===== src/rtl/csc_pkg.sv =====
// ----------------------------------------------------------------------------
// csc_pkg
// Types and constants shared by the color sort conveyor controller.
// ----------------------------------------------------------------------------
package csc_pkg;

  typedef enum logic [2:0] {
    MODE_CONTROL   = 3'd0,
    MODE_REJ_RED   = 3'd1,
    MODE_REJ_BLUE  = 3'd2,
    MODE_STOP_RED  = 3'd3,
    MODE_STOP_BLUE = 3'd4,
    MODE_DELAY_OFF = 3'd5,
    MODE_DELAY_ON  = 3'd6,
    MODE_ANTI_JAM  = 3'd7
  } mode_t;

  typedef enum logic [1:0] {
    ACT_TICK     = 2'd0,
    ACT_OPERATOR = 2'd1,
    ACT_MODE_REQ = 2'd2
  } action_t;

  typedef enum logic [2:0] {
    REG_CONTINUOUS  = 3'd0,
    REG_JAM_ENABLE  = 3'd1,
    REG_COLOR_THR   = 3'd2,
    REG_REJ_OFF_DLY = 3'd3,
    REG_REJ_ON_DLY  = 3'd4,
    REG_JAM_REVERSE = 3'd5,
    REG_JAM_DETECT  = 3'd6,
    REG_JAM_CMD_THR = 3'd7
  } reg_idx_t;

  localparam int CFG_DATA_W = 12;
  localparam int MS_W       = 12;
  localparam int ELAPSED_W  = 10;
  localparam int IN_DATA_W  = 48;
  localparam int OUT_DATA_W = 24;

  localparam logic signed [7:0] DRIVE_FWD = 8'sd100;
  localparam logic signed [7:0] DRIVE_REV = -8'sd100;
  localparam logic signed [7:0] DRIVE_OFF = 8'sd0;
  localparam logic signed [7:0] VEL_STALL = 8'sd5;

  typedef struct packed {
    logic            continuous_sorting;
    logic            anti_jam_enable;
    logic [7:0]      color_threshold;
    logic [MS_W-1:0] reject_off_delay_ms;
    logic [MS_W-1:0] reject_on_delay_ms;
    logic [MS_W-1:0] jam_reverse_ms;
    logic [MS_W-1:0] jam_detect_ms;
    logic [6:0]      jam_cmd_threshold;
  } cfg_t;

  typedef struct packed {
    action_t                action;
    logic [ELAPSED_W-1:0]   elapsed_ms;
    logic [7:0]             red_level;
    logic [7:0]             blue_level;
    logic                   near_object;
    logic signed [7:0]      hook_velocity_pct;
    logic signed [7:0]      operator_cmd;
    mode_t                  requested_mode;
  } item_t;

  typedef struct packed {
    logic signed [7:0] hook_cmd;
    logic signed [7:0] intake_cmd;
    logic              light_on;
    mode_t             mode_now;
  } result_t;

endpackage


===== src/rtl/csc_cfg.sv =====
// ----------------------------------------------------------------------------
// csc_cfg
// Configuration register file, written through a plain write port.
// ----------------------------------------------------------------------------
module csc_cfg import csc_pkg::*; (
  input  logic                  clk,
  input  logic                  rst,
  input  logic                  cfg_wr_en,
  input  logic [2:0]            cfg_addr,
  input  logic [CFG_DATA_W-1:0] cfg_wdata,
  output cfg_t                  cfg
);

  always_ff @(posedge clk) begin
    if (rst) begin
      cfg.continuous_sorting  <= 1'b0;
      cfg.anti_jam_enable     <= 1'b0;
      cfg.color_threshold     <= 8'd75;
      cfg.reject_off_delay_ms <= 12'd170;
      cfg.reject_on_delay_ms  <= 12'd250;
      cfg.jam_reverse_ms      <= 12'd250;
      cfg.jam_detect_ms       <= 12'd125;
      cfg.jam_cmd_threshold   <= 7'd50;
    end else if (cfg_wr_en) begin
      unique case (reg_idx_t'(cfg_addr))
        REG_CONTINUOUS:  cfg.continuous_sorting  <= cfg_wdata[0];
        REG_JAM_ENABLE:  cfg.anti_jam_enable     <= cfg_wdata[0];
        REG_COLOR_THR:   cfg.color_threshold     <= cfg_wdata[7:0];
        REG_REJ_OFF_DLY: cfg.reject_off_delay_ms <= cfg_wdata[MS_W-1:0];
        REG_REJ_ON_DLY:  cfg.reject_on_delay_ms  <= cfg_wdata[MS_W-1:0];
        REG_JAM_REVERSE: cfg.jam_reverse_ms      <= cfg_wdata[MS_W-1:0];
        REG_JAM_DETECT:  cfg.jam_detect_ms       <= cfg_wdata[MS_W-1:0];
        REG_JAM_CMD_THR: cfg.jam_cmd_threshold   <= cfg_wdata[6:0];
        default: ;
      endcase
    end
  end

endmodule


===== src/rtl/csc_core.sv =====
// ----------------------------------------------------------------------------
// csc_core
// Controller state and its one-item update: timers, mode machine, jam check.
// ----------------------------------------------------------------------------
module csc_core import csc_pkg::*; #(
  parameter int TIMER_BITS = 13
) (
  input  logic    clk,
  input  logic    rst,
  input  cfg_t    cfg,
  input  logic    step_en,
  input  item_t   item,
  output result_t result
);

  localparam int CW = (TIMER_BITS > MS_W) ? TIMER_BITS : MS_W;
  localparam logic [TIMER_BITS:0] TMAX = {1'b0, {TIMER_BITS{1'b1}}};

  mode_t                  mode, mode_next;
  mode_t                  prev_mode, prev_mode_next;
  logic signed [7:0]      hook_drive, hook_drive_next;
  logic signed [7:0]      intake_drive, intake_drive_next;
  logic signed [7:0]      held_cmd, held_cmd_next;
  logic [MS_W-1:0]        delay_target, delay_target_next;
  logic [TIMER_BITS-1:0]  delay_timer, delay_timer_next;
  logic [TIMER_BITS-1:0]  moving_timer, moving_timer_next;
  logic                   light_reg, light_next;

  logic [TIMER_BITS:0]    dsum, msum;
  logic [TIMER_BITS-1:0]  dt, mt;
  logic                   red_hit, blue_hit, passed;
  logic signed [7:0]      op_clamped;

  always_comb begin
    dsum = {1'b0, delay_timer} + (TIMER_BITS+1)'(item.elapsed_ms);
    msum = {1'b0, moving_timer} + (TIMER_BITS+1)'(item.elapsed_ms);
    dt   = (dsum > TMAX) ? TMAX[TIMER_BITS-1:0] : dsum[TIMER_BITS-1:0];
    mt   = (msum > TMAX) ? TMAX[TIMER_BITS-1:0] : msum[TIMER_BITS-1:0];

    red_hit  = (item.red_level > cfg.color_threshold)
            && (item.blue_level < cfg.color_threshold);
    blue_hit = (item.blue_level > cfg.color_threshold)
            && (item.red_level < cfg.color_threshold);
    passed   = CW'(dt) > CW'(delay_target);

    if (item.operator_cmd > DRIVE_FWD)      op_clamped = DRIVE_FWD;
    else if (item.operator_cmd < DRIVE_REV) op_clamped = DRIVE_REV;
    else                                    op_clamped = item.operator_cmd;

    mode_next         = mode;
    prev_mode_next    = prev_mode;
    hook_drive_next   = hook_drive;
    intake_drive_next = intake_drive;
    held_cmd_next     = held_cmd;
    delay_target_next = delay_target;
    delay_timer_next  = dt;
    moving_timer_next = mt;
    light_next        = light_reg;

    unique case (item.action)
      ACT_TICK: begin
        unique case (mode)
          MODE_CONTROL: begin
            hook_drive_next   = held_cmd;
            intake_drive_next = held_cmd;
            light_next        = 1'b0;
          end
          MODE_REJ_RED, MODE_REJ_BLUE: begin
            hook_drive_next   = DRIVE_FWD;
            intake_drive_next = DRIVE_FWD;
            light_next        = 1'b1;
            if ((mode == MODE_REJ_RED) ? red_hit : blue_hit) begin
              prev_mode_next    = mode;
              moving_timer_next = '0;
              mode_next         = MODE_DELAY_OFF;
              light_next        = 1'b0;
              delay_target_next = cfg.reject_off_delay_ms;
              delay_timer_next  = '0;
            end
          end
          MODE_STOP_RED, MODE_STOP_BLUE: begin
            hook_drive_next   = DRIVE_FWD;
            intake_drive_next = DRIVE_FWD;
            light_next        = 1'b1;
            if (((mode == MODE_STOP_RED) ? red_hit : blue_hit) || item.near_object) begin
              hook_drive_next   = DRIVE_OFF;
              held_cmd_next     = DRIVE_OFF;
              prev_mode_next    = mode;
              moving_timer_next = '0;
              mode_next         = MODE_CONTROL;
              light_next        = 1'b0;
            end
          end
          MODE_DELAY_OFF: begin
            if (passed) begin
              hook_drive_next   = DRIVE_OFF;
              intake_drive_next = DRIVE_OFF;
              moving_timer_next = '0;
              if (cfg.continuous_sorting) begin
                // back-to-back mode switches leave previous_mode unchanged
                mode_next         = MODE_DELAY_ON;
                delay_target_next = cfg.reject_on_delay_ms;
                delay_timer_next  = '0;
              end else begin
                prev_mode_next = mode;
                mode_next      = MODE_CONTROL;
              end
            end else begin
              hook_drive_next   = DRIVE_FWD;
              intake_drive_next = DRIVE_FWD;
            end
          end
          MODE_DELAY_ON: begin
            if (passed) begin
              hook_drive_next   = DRIVE_FWD;
              intake_drive_next = DRIVE_FWD;
              prev_mode_next    = mode;
              moving_timer_next = '0;
              mode_next         = cfg.continuous_sorting ? prev_mode : MODE_CONTROL;
            end else begin
              hook_drive_next   = DRIVE_OFF;
              intake_drive_next = DRIVE_OFF;
            end
          end
          MODE_ANTI_JAM: begin
            if (passed) begin
              hook_drive_next   = DRIVE_FWD;
              prev_mode_next    = mode;
              moving_timer_next = '0;
              mode_next         = prev_mode;
            end else begin
              hook_drive_next = DRIVE_REV;
            end
          end
        endcase

        // jam check uses the hook command latched before this tick
        if ((hook_drive > $signed({1'b0, cfg.jam_cmd_threshold}))
            && (item.hook_velocity_pct < VEL_STALL)
            && (mode_next != MODE_ANTI_JAM)) begin
          if (cfg.anti_jam_enable
              && (CW'(moving_timer_next) > CW'(cfg.jam_detect_ms))) begin
            delay_target_next = cfg.jam_reverse_ms;
            delay_timer_next  = '0;
            prev_mode_next    = mode_next;
            mode_next         = MODE_ANTI_JAM;
          end
        end else begin
          moving_timer_next = '0;
        end
      end
      ACT_OPERATOR: begin
        if (op_clamped != held_cmd) begin
          moving_timer_next = '0;
          held_cmd_next     = op_clamped;
        end
      end
      ACT_MODE_REQ: begin
        prev_mode_next    = mode;
        moving_timer_next = '0;
        mode_next         = item.requested_mode;
      end
      default: ;
    endcase

    result.hook_cmd   = hook_drive_next;
    result.intake_cmd = intake_drive_next;
    result.light_on   = light_next;
    result.mode_now   = mode_next;
  end

  always_ff @(posedge clk) begin
    if (rst) begin
      mode         <= MODE_CONTROL;
      prev_mode    <= MODE_CONTROL;
      hook_drive   <= DRIVE_OFF;
      intake_drive <= DRIVE_OFF;
      held_cmd     <= DRIVE_OFF;
      delay_target <= '0;
      delay_timer  <= '0;
      moving_timer <= '0;
      light_reg    <= 1'b0;
    end else if (step_en) begin
      mode         <= mode_next;
      prev_mode    <= prev_mode_next;
      hook_drive   <= hook_drive_next;
      intake_drive <= intake_drive_next;
      held_cmd     <= held_cmd_next;
      delay_target <= delay_target_next;
      delay_timer  <= delay_timer_next;
      moving_timer <= moving_timer_next;
      light_reg    <= light_next;
    end
  end

endmodule


===== src/rtl/color_sort_conveyor_controller.sv =====
// ----------------------------------------------------------------------------
// color_sort_conveyor_controller
// Hook and intake motor controller with color sorting and anti-jam reverse.
// ----------------------------------------------------------------------------
// Flow: an accepted item is held in the input register; the state update and
// the result register take it together once the output side is not stalled.
// Throughput: one item per cycle while the output is not stalled; the state update is a single step.
// Reset (rst, synchronous): state cleared, registers to defaults, both
// stream sides empty.
module color_sort_conveyor_controller import csc_pkg::*; #(
  parameter int TIMER_BITS = 13
) (
  input  logic                  clk,
  input  logic                  rst,
  input  logic                  cfg_wr_en,
  input  logic [2:0]            cfg_addr,
  input  logic [CFG_DATA_W-1:0] cfg_wdata,
  input  logic                  s_axis_tvalid,
  output logic                  s_axis_tready,
  // elapsed_ms[9:0], red_level[17:10], blue_level[25:18], near_object[26],
  // hook_velocity_pct[34:27], operator_cmd[42:35], requested_mode[45:43]
  input  logic [IN_DATA_W-1:0]  s_axis_tdata,
  // action[1:0]
  input  logic [1:0]            s_axis_tuser,
  output logic                  m_axis_tvalid,
  input  logic                  m_axis_tready,
  // hook_cmd[7:0], intake_cmd[15:8], light_on[16], mode_now[19:17]
  output logic [OUT_DATA_W-1:0] m_axis_tdata
);

  cfg_t    cfg;
  item_t   item_r;
  logic    in_valid;
  logic    advance;
  result_t result;
  result_t out_r;

  assign advance       = in_valid && (!m_axis_tvalid || m_axis_tready);
  assign s_axis_tready = !in_valid || advance;

  csc_cfg u_cfg (
    .clk       (clk),
    .rst       (rst),
    .cfg_wr_en (cfg_wr_en),
    .cfg_addr  (cfg_addr),
    .cfg_wdata (cfg_wdata),
    .cfg       (cfg)
  );

  csc_core #(.TIMER_BITS(TIMER_BITS)) u_core (
    .clk     (clk),
    .rst     (rst),
    .cfg     (cfg),
    .step_en (advance),
    .item    (item_r),
    .result  (result)
  );

  always_ff @(posedge clk) begin
    if (rst) begin
      in_valid      <= 1'b0;
      m_axis_tvalid <= 1'b0;
    end else begin
      if (s_axis_tready) begin
        in_valid <= s_axis_tvalid;
      end
      if (advance) begin
        m_axis_tvalid <= 1'b1;
      end else if (m_axis_tready) begin
        m_axis_tvalid <= 1'b0;
      end
    end
    if (s_axis_tready && s_axis_tvalid) begin
      item_r.action            <= action_t'(s_axis_tuser);
      item_r.elapsed_ms        <= s_axis_tdata[9:0];
      item_r.red_level         <= s_axis_tdata[17:10];
      item_r.blue_level        <= s_axis_tdata[25:18];
      item_r.near_object       <= s_axis_tdata[26];
      item_r.hook_velocity_pct <= s_axis_tdata[34:27];
      item_r.operator_cmd      <= s_axis_tdata[42:35];
      item_r.requested_mode    <= mode_t'(s_axis_tdata[45:43]);
    end
    if (advance) begin
      out_r <= result;
    end
  end

  assign m_axis_tdata = {4'd0, out_r.mode_now, out_r.light_on,
                         out_r.intake_cmd, out_r.hook_cmd};

endmodule


===== config.mk =====
export PLATFORM = sky130hd
export DESIGN_NAME = color_sort_conveyor_controller
export DESIGN_NICKNAME = d
export VERILOG_FILES = /design/src/rtl/csc_pkg.sv /design/src/rtl/csc_cfg.sv /design/src/rtl/csc_core.sv /design/src/rtl/color_sort_conveyor_controller.sv
export SDC_FILE = /design/constraint.sdc
export NUM_CORES = 1
export LEC_CHECK = 0
export BUFFER_PORTS_ARGS = -buffer_cell sky130_fd_sc_hd__buf_2
export CORE_AREA = 5 5 142 144
export CTS_BUF_LIST = sky130_fd_sc_hd__clkbuf_8
export CTS_CLUSTER_SIZE = 8
export DETAILED_ROUTE_END_ITERATION = 7
export DIE_AREA = 0 0 147 149
export PLACE_DENSITY_LB_ADDON = 0.15
export SETUP_SLACK_MARGIN = 0.4
export SKIP_CTS_REPAIR_TIMING = 1
export SLEW_MARGIN = 20
export SYNTH_ARGS = -nofsm -noshare
export SYNTH_HDL_FRONTEND = slang
export SYNTH_SLANG_ARGS = --single-unit
export TNS_END_PERCENT = 5

===== constraint.sdc =====
create_clock -name clk -period 14.6 [get_ports clk]
set_input_delay 1.46 -clock clk [delete_from_list [all_inputs] [get_ports clk]]
set_output_delay 1.46 -clock clk [all_outputs]
set_load 0.01 [all_outputs]

# Yosys cells after proc, flatten, opt, wreduce, memory -nomap -nowiden
# Cells that the tools add are included.
[op_classes]
n_div = 0
eq_ne = 21
n_mux = 66
shift = 0
bitwise = 0
mul = 0
magnitude_cmp = 12
n_reduce_logical = 34
add_sub_neg = 2
[ops]
columns = ["cell", "n"]
rows = [
  ["$mux W13", 14],
  ["$pmux W13 S3", 2],
  ["$mux W8", 8],
  ["$mux W12", 5],
  ["$mux W3", 17],
  ["$pmux W8 S6", 1],
  ["$pmux W8 S4", 1],
  ["$add A13 B10 Y14", 2],
  ["$gt A14 B13 Y1 const B", 2],
  ["$gt A13 B12 Y1", 2],
  ["$pmux W13 S2", 1],
  ["$eq A3 B3 Y1 const B", 8],
  ["$gt A8 B8 Y1", 3],
  ["$pmux W12 S2", 1],
  ["$mux W7", 3],
  ["$reduce_and A2 Y1", 10],
  ["$lt A8 B8 Y1", 2],
  ["$pmux W8 S2", 1],
  ["$pmux W3 S5", 1],
  ["$eq A3 B2 Y1 const B", 4],
  ["$pmux W3 S2", 2],
  ["$pmux W3 S4", 1],
  ["$gt A8 B8 Y1 const B", 1],
  ["$lt A8 B4 Y1 const B", 1],
  ["other kinds (20)", 42],
]
[totals]
mem_count = 0
latch_bits = 0
elab_cells = 166
regBits = 204
romBits = 0
in_bits = 70
ram_bits = 0

# Depth between registers and ports, before layout
[depth]
word_depth = 12
ltp_mapped = 33
depth_no_buf = 30

# Cells and area by module
# From an unflattened synthesis, not the netlist that was laid out.
[unflattened]
cells_unflattened = 1171
hier_area_um2 = 11023.1
[by_module_without_submodules]
columns = ["mod", "cells_each", "n_inst", "area_per_inst_um2"]
rows = [
  ["csc_core", 841, 1, 6185.9],
  ["csc_cfg", 247, 1, 2657.5],
  ["color_sort_conveyor_controller", 83, 1, 2179.6],
]

# Worst setup path before layout
# Ideal clock, no wire load.
[synth_timing]
kind = "reg-to-reg"
startpoint = "reg item_r[37] in the netlist's numbering"
endpoint = "reg u_core.delay_target[10]"
arrival_time_ns = 6.131
slack_ns = 8.374
n_path_buf = 2
t_required_ns = 14.505
setup_time_ns = 0.095
period_less_slack_ns = 6.226
stages_incl_launch_ff = 32
path_cell_list = "edfxtp_1 -> ha_1 -> a211oi_2 -> o21ai_0 -> nand2b_1 -> nand2b_1 -> a21oi_1 -> o21ai_0 -> a21oi_1 -> nor2b_1 -> mux2_2 -> ha_1 -> a2111o_1 -> a21oi_1 -> a211o_1 -> nand2_4 -> o211a_1 -> or2_2 -> clkbuf_1 -> nor2_1 -> ha_1 -> nor2b_1 -> o21a_1 -> o21a_1 -> o211ai_1 -> a21oi_1 -> o2111ai_1 -> o41ai_4 -> o21a_4 -> buf_6 -> or4_1 -> o311ai_1"
[synth_via]
elab_chain_len = 11
word_cells_on_any_way = 25
cone_classes = "add/sub (2); order compare (4); eq/ne (1); mux (16); reduce/logical (2)"
[synth_lines]
columns = ["item", "line_no", "text"]
rows = [
  ["from (decl)", "color_sort_conveyor_controller.sv:32", "item_t item_r;"],
  ["$add A13 B10 Y14", "csc_core.sv:35", "dsum = {1'b0, delay_timer} + (TIMER_BITS+1)'(item.elapsed_ms);"],
  ["$gt A14 B13 Y1", "csc_core.sv:37", "dt = (dsum > TMAX) ? TMAX[TIMER_BITS-1:0] : dsum[TIMER_BITS-1:0];"],
  ["$mux W13", "csc_core.sv:37", ""],
  ["$gt A13 B12 Y1", "csc_core.sv:44", "passed = CW'(dt) > CW'(delay_target);"],
  ["$mux W13", "csc_core.sv:95, csc_core.sv:114, csc_core.sv:126", ""],
  ["$pmux W13 S3", "csc_core.sv:62", "unique case (mode)"],
  ["$mux W13", "csc_core.sv:60", "unique case (item.action)"],
  ["$gt A13 B12 Y1", "csc_core.sv:142", "&& (CW'(moving_timer_next) > CW'(cfg.jam_detect_ms))) begin"],
  ["$logic_and A1 B1 Y1", "csc_core.sv:142", ""],
  ["$mux W12", "csc_core.sv:141", "if (cfg.anti_jam_enable"],
  ["$mux W12 *", "csc_core.sv:138", "if ((hook_drive > $signed({1'b0, cfg.jam_cmd_threshold}))"],
  ["to (signal assigned)", "csc_core.sv:189", "delay_target <= delay_target_next;"],
  ["to (decl)", "csc_core.sv:24", "logic [MS_W-1:0] delay_target, delay_target_next;"],
]
# Every way passes the cells marked *; elsewhere a longest branch is shown, timed or not. The select of a mux whose other input is x is not followed.
# A chain may end at the register's enable or synchronous reset.

# Worst setup path after layout
[layout_timing]
startpoint = "reg item_r[36] in the netlist's numbering"
endpoint = "reg u_core.delay_target[2]"
# Same word-level chain as after synthesis.

==> results.py <==
metrics = {
    "synthesis": {
        "post_synth_inst_count": 1216,
        "yosysSeqAreaShare": 0.435,
        "total_of_flip_flops_plus_latches_after_synthesis": 204,
        "count_of_warnings_emitted_by_yosys": 0,
        "synth_enable_flop_cells": 68,
        "async_flop_share": 0,
        "synthesized_area_um2": 11000,
        "ys_dominant_reg_cell": "sky130_fd_sc_hd__dfxtp_1",
        "synth.avg_cell_area_um2": 9.01,
        "synth_cell_types": 86,
    },
    "routing": {
        "totalWireLength_mm": 27.1,
        "drt-wirelength-per-cell_um": 17.4,
        "drt_pass1_iterations": 7,
        "drt-vias-per-instance": 5.95,
        "detail_route.drc_violations": 0,
        "detail-route-antenna-nets": 0,
        "drtIter0Drc": 687,
        "detailroute.via_count": 9273,
    },
    "power": {
        "power_per_cell_area_nw_per_um2": 109,
        "power.leakage_nw": 4.95,
        "share_seq_of_total_power": 0.474,
        "power.clock.fraction": 0.357,
        "comb_power_share": 0.169,
        "intPower_uw": 944,
        "p_switching_uw": 378,
        "switching_share_of_power": 0.286,
        "power_mw": 1.32,
        "ir_drop_mv": 0.0822,
    },
    "hold_path": {
        "timing.hold.worst.start": "u_core.intake_drive[4]",
        "worst_hold_path_type": "flop to flop",
    },
    "clock_tree": {
        "htree_num_levels": 2,
        "clk-insertion-delay-late_ps": 540,
        "cts.root.buffer_cell": "sky130_fd_sc_hd__clkbuf_8",
        "cts_buffer_depth": 3,
        "tritoncts": "yes",
        "clkSinkCount": 204,
        "cts_buffers": 35,
        "path_clk_slew_ps": 60,
    },
    "sta": {
        "final_min_period_over_clock_period": 0.485,
        "fin_worst_hold_slack_ps": 454,
        "rsz0062_at_grt": "false",
        "fin_setup_tns_ps": 0,
        "final.min_clock_period_ps": 7080,
        "timing.final.setup_violations": 0,
        "fmax_mhz": 141,
        "slew_hr": 0.167,
        "clock-skew-final_ps": 32.1,
        "report.final.slew_viol_count": 0,
        "hold_viol_final": 0,
        "tightestPinTransition_ps": 1250,
    },
    "critical_path": {
        "worst-endpoint-required_ps": 15020,
        "worst_setup_path_startpoint": "item_r[36]",
        "timing.critical_path.slowest_cell_delay_ps": 530,
        "critPathKind": "flop to flop",
        "start_kind": "flop",
        "critical-path-top-cell-by-count": "sky130_fd_sc_hd__ha_1",
        "worst-endpoint-arrival_ps": 7490,
        "crit_path_max_fanout": 22,
        "rr_startpoint": "item_r[36]",
        "cp-end-kind": "flop",
        "critical_path.slowest_cell": "sky130_fd_sc_hd__or4_1",
    },
    "placed_design": {
        "place.port_buffers": 89,
        "gpl.final_weighted_congestion": 0.927,
        "dp_hpwl_mm": 19.3,
        "detailed_place.area_um2": 11500,
    },
    "die": {
        "placementRows": 50,
        "floorplan.core_area_um2": 18600,
        "floorplan.initialDensity": 0.589,
        "io_pins": 96,
        "vertical_die_dimension_um": 149,
        "fp.dieW_um": 147,
        "die_area_um2": 21900,
    },
    "final_layout": {
        "largest-register": "u_cfg.cfg",
        "layout-drive-gt1-share": 0.131,
        "final_nets": 1438,
        "highest_count_cells_in_the_layout_ignoring_fill_and_taps": "sky130_fd_sc_hd__nand2_1 (169), sky130_fd_sc_hd__dfxtp_1 (136), sky130_fd_sc_hd__nor2_1 (131)",
        "finished_core_util": 0.655,
        "layout_commonest_cell": "sky130_fd_sc_hd__nand2_1",
        "syn_to_final_growth_pct": 11.2,
        "final_area_um2": 12200,
        "n_antenna_cell": 0,
        "largest_register_ffs": 65,
    },
    "global_route": {
        "grt_usage": 0.243,
        "grt_pass1_wl_mm": 43.7,
        "grt_pass1_vias": 8686,
        "grt_overflow": 0,
        "pin_count_of_the_biggest_net_entering_global_routing": 88,
        "number_of_antenna_violations_at_the_first_check_in_global_routing": 0,
    },
    "run_status": {
        "status": "complete, no violations",
    },
    "job": {
        "drv_cap": 0,
    },
}
-- worst max-delay path: cells and delay by family (launching register included) --
kind / cells / cell delay [ps]
AOI/OAI and AO/OA: 15 / 3190
and+or+nand+nor: 8 / 1930
adders and majority gates: 4 / 1240
DFF: 1 / 400
xor gates and xnor gates: 1 / 110
buffers and inverters: 1 / 80
-- cell usage after synthesis (12+ instances only) --
library cell	n	area (µm²)
sky130_fd_sc_hd__a211o_1	20	175
sky130_fd_sc_hd__nor2b_1	16	100
sky130_fd_sc_hd__dfxtp_1	136	2720
sky130_fd_sc_hd__edfxtp_1	68	2040
sky130_fd_sc_hd__nand2b_1	21	131
sky130_fd_sc_hd__nor3_1	14	70.1
sky130_fd_sc_hd__nand4_1	16	100
sky130_fd_sc_hd__a22o_1	22	193
sky130_fd_sc_hd__inv_1	63	236
sky130_fd_sc_hd__ha_1	68	851
sky130_fd_sc_hd__nor2_1	131	492
sky130_fd_sc_hd__clkbuf_1	46	173
sky130_fd_sc_hd__nand2_1	169	634
sky130_fd_sc_hd__o211ai_1	22	165
sky130_fd_sc_hd__mux2i_1	26	260
sky130_fd_sc_hd__a31oi_1	13	81.3
sky130_fd_sc_hd__nand3_1	18	90.1
sky130_fd_sc_hd__o21ai_0	60	300
sky130_fd_sc_hd__a21oi_1	87	435
sky130_fd_sc_hd__a21o_1	12	90.1
sky130_fd_sc_hd__nand3b_1	15	113
-- per-stage QoR --
step                      setup WS, ps  instances
after floorplan                   8370       1219
after global placement            7700       1495
after detailed placement          7640       1495
after CTS                         7590       1558
after global routing              7110       1558
final                             7520       1558
-- final timing paths --
check | end | slack (ps) | cells past startpoint
worst max-delay path | u_core.delay_target[2] | 7520 | 29
worst min-delay path | u_core.intake_drive[4] | 450 | 2
worst max register to register | u_core.delay_target[2] | 7520 | 29
worst min register to register | u_core.intake_drive[4] | 450 | 2
-- kinds of logic after synthesis --
kind of cell | Yosys count | share of synthesized area
other cells | 1 | 0.000342
simple gates | 446 | 0.190
buf+inv | 126 | 0.0472
compound gates | 324 | 0.207
mux | 29 | 0.0268
flops | 204 | 0.435
xor+xnor | 15 | 0.0120
fa+ha+maj | 71 | 0.0823
-- power by group through the flow --
stage / logic, mW / registers (mW) / clock network [mW]
CTS: 0.222 / 0.627 / 0.484
finish: 0.223 / 0.627 / 0.472
detailed placement: 0.220 / 0.639 / 0
floorplan: 0.164 / 0.634 / 0
global placement: 0.215 / 0.638 / 0
global route: 0.251 / 0.629 / 0.512
-- cell type report --
type                    instances  area (µm²)
clock inverters                24         103
clock buffers                  39         537
inverters                      66         248
flip-flops and latches        204        4760
well taps                     234         293
multi-input cells             889        5680
fillers                      1577        6410
repair buffers                102         546
-- per-layer routing --
metal / vias up / part of all wire / track usage
li1: 4562 / - / -
met1: 4304 / 0.45 / 0.340
met2: 349 / 0.44 / 0.379
met3: 58 / 0.076 / 0.0468
met4: 0 / 0.030 / 0.0876
met5: - / 0 / 0
Note: power is estimated with default switching activity, not from simulation.
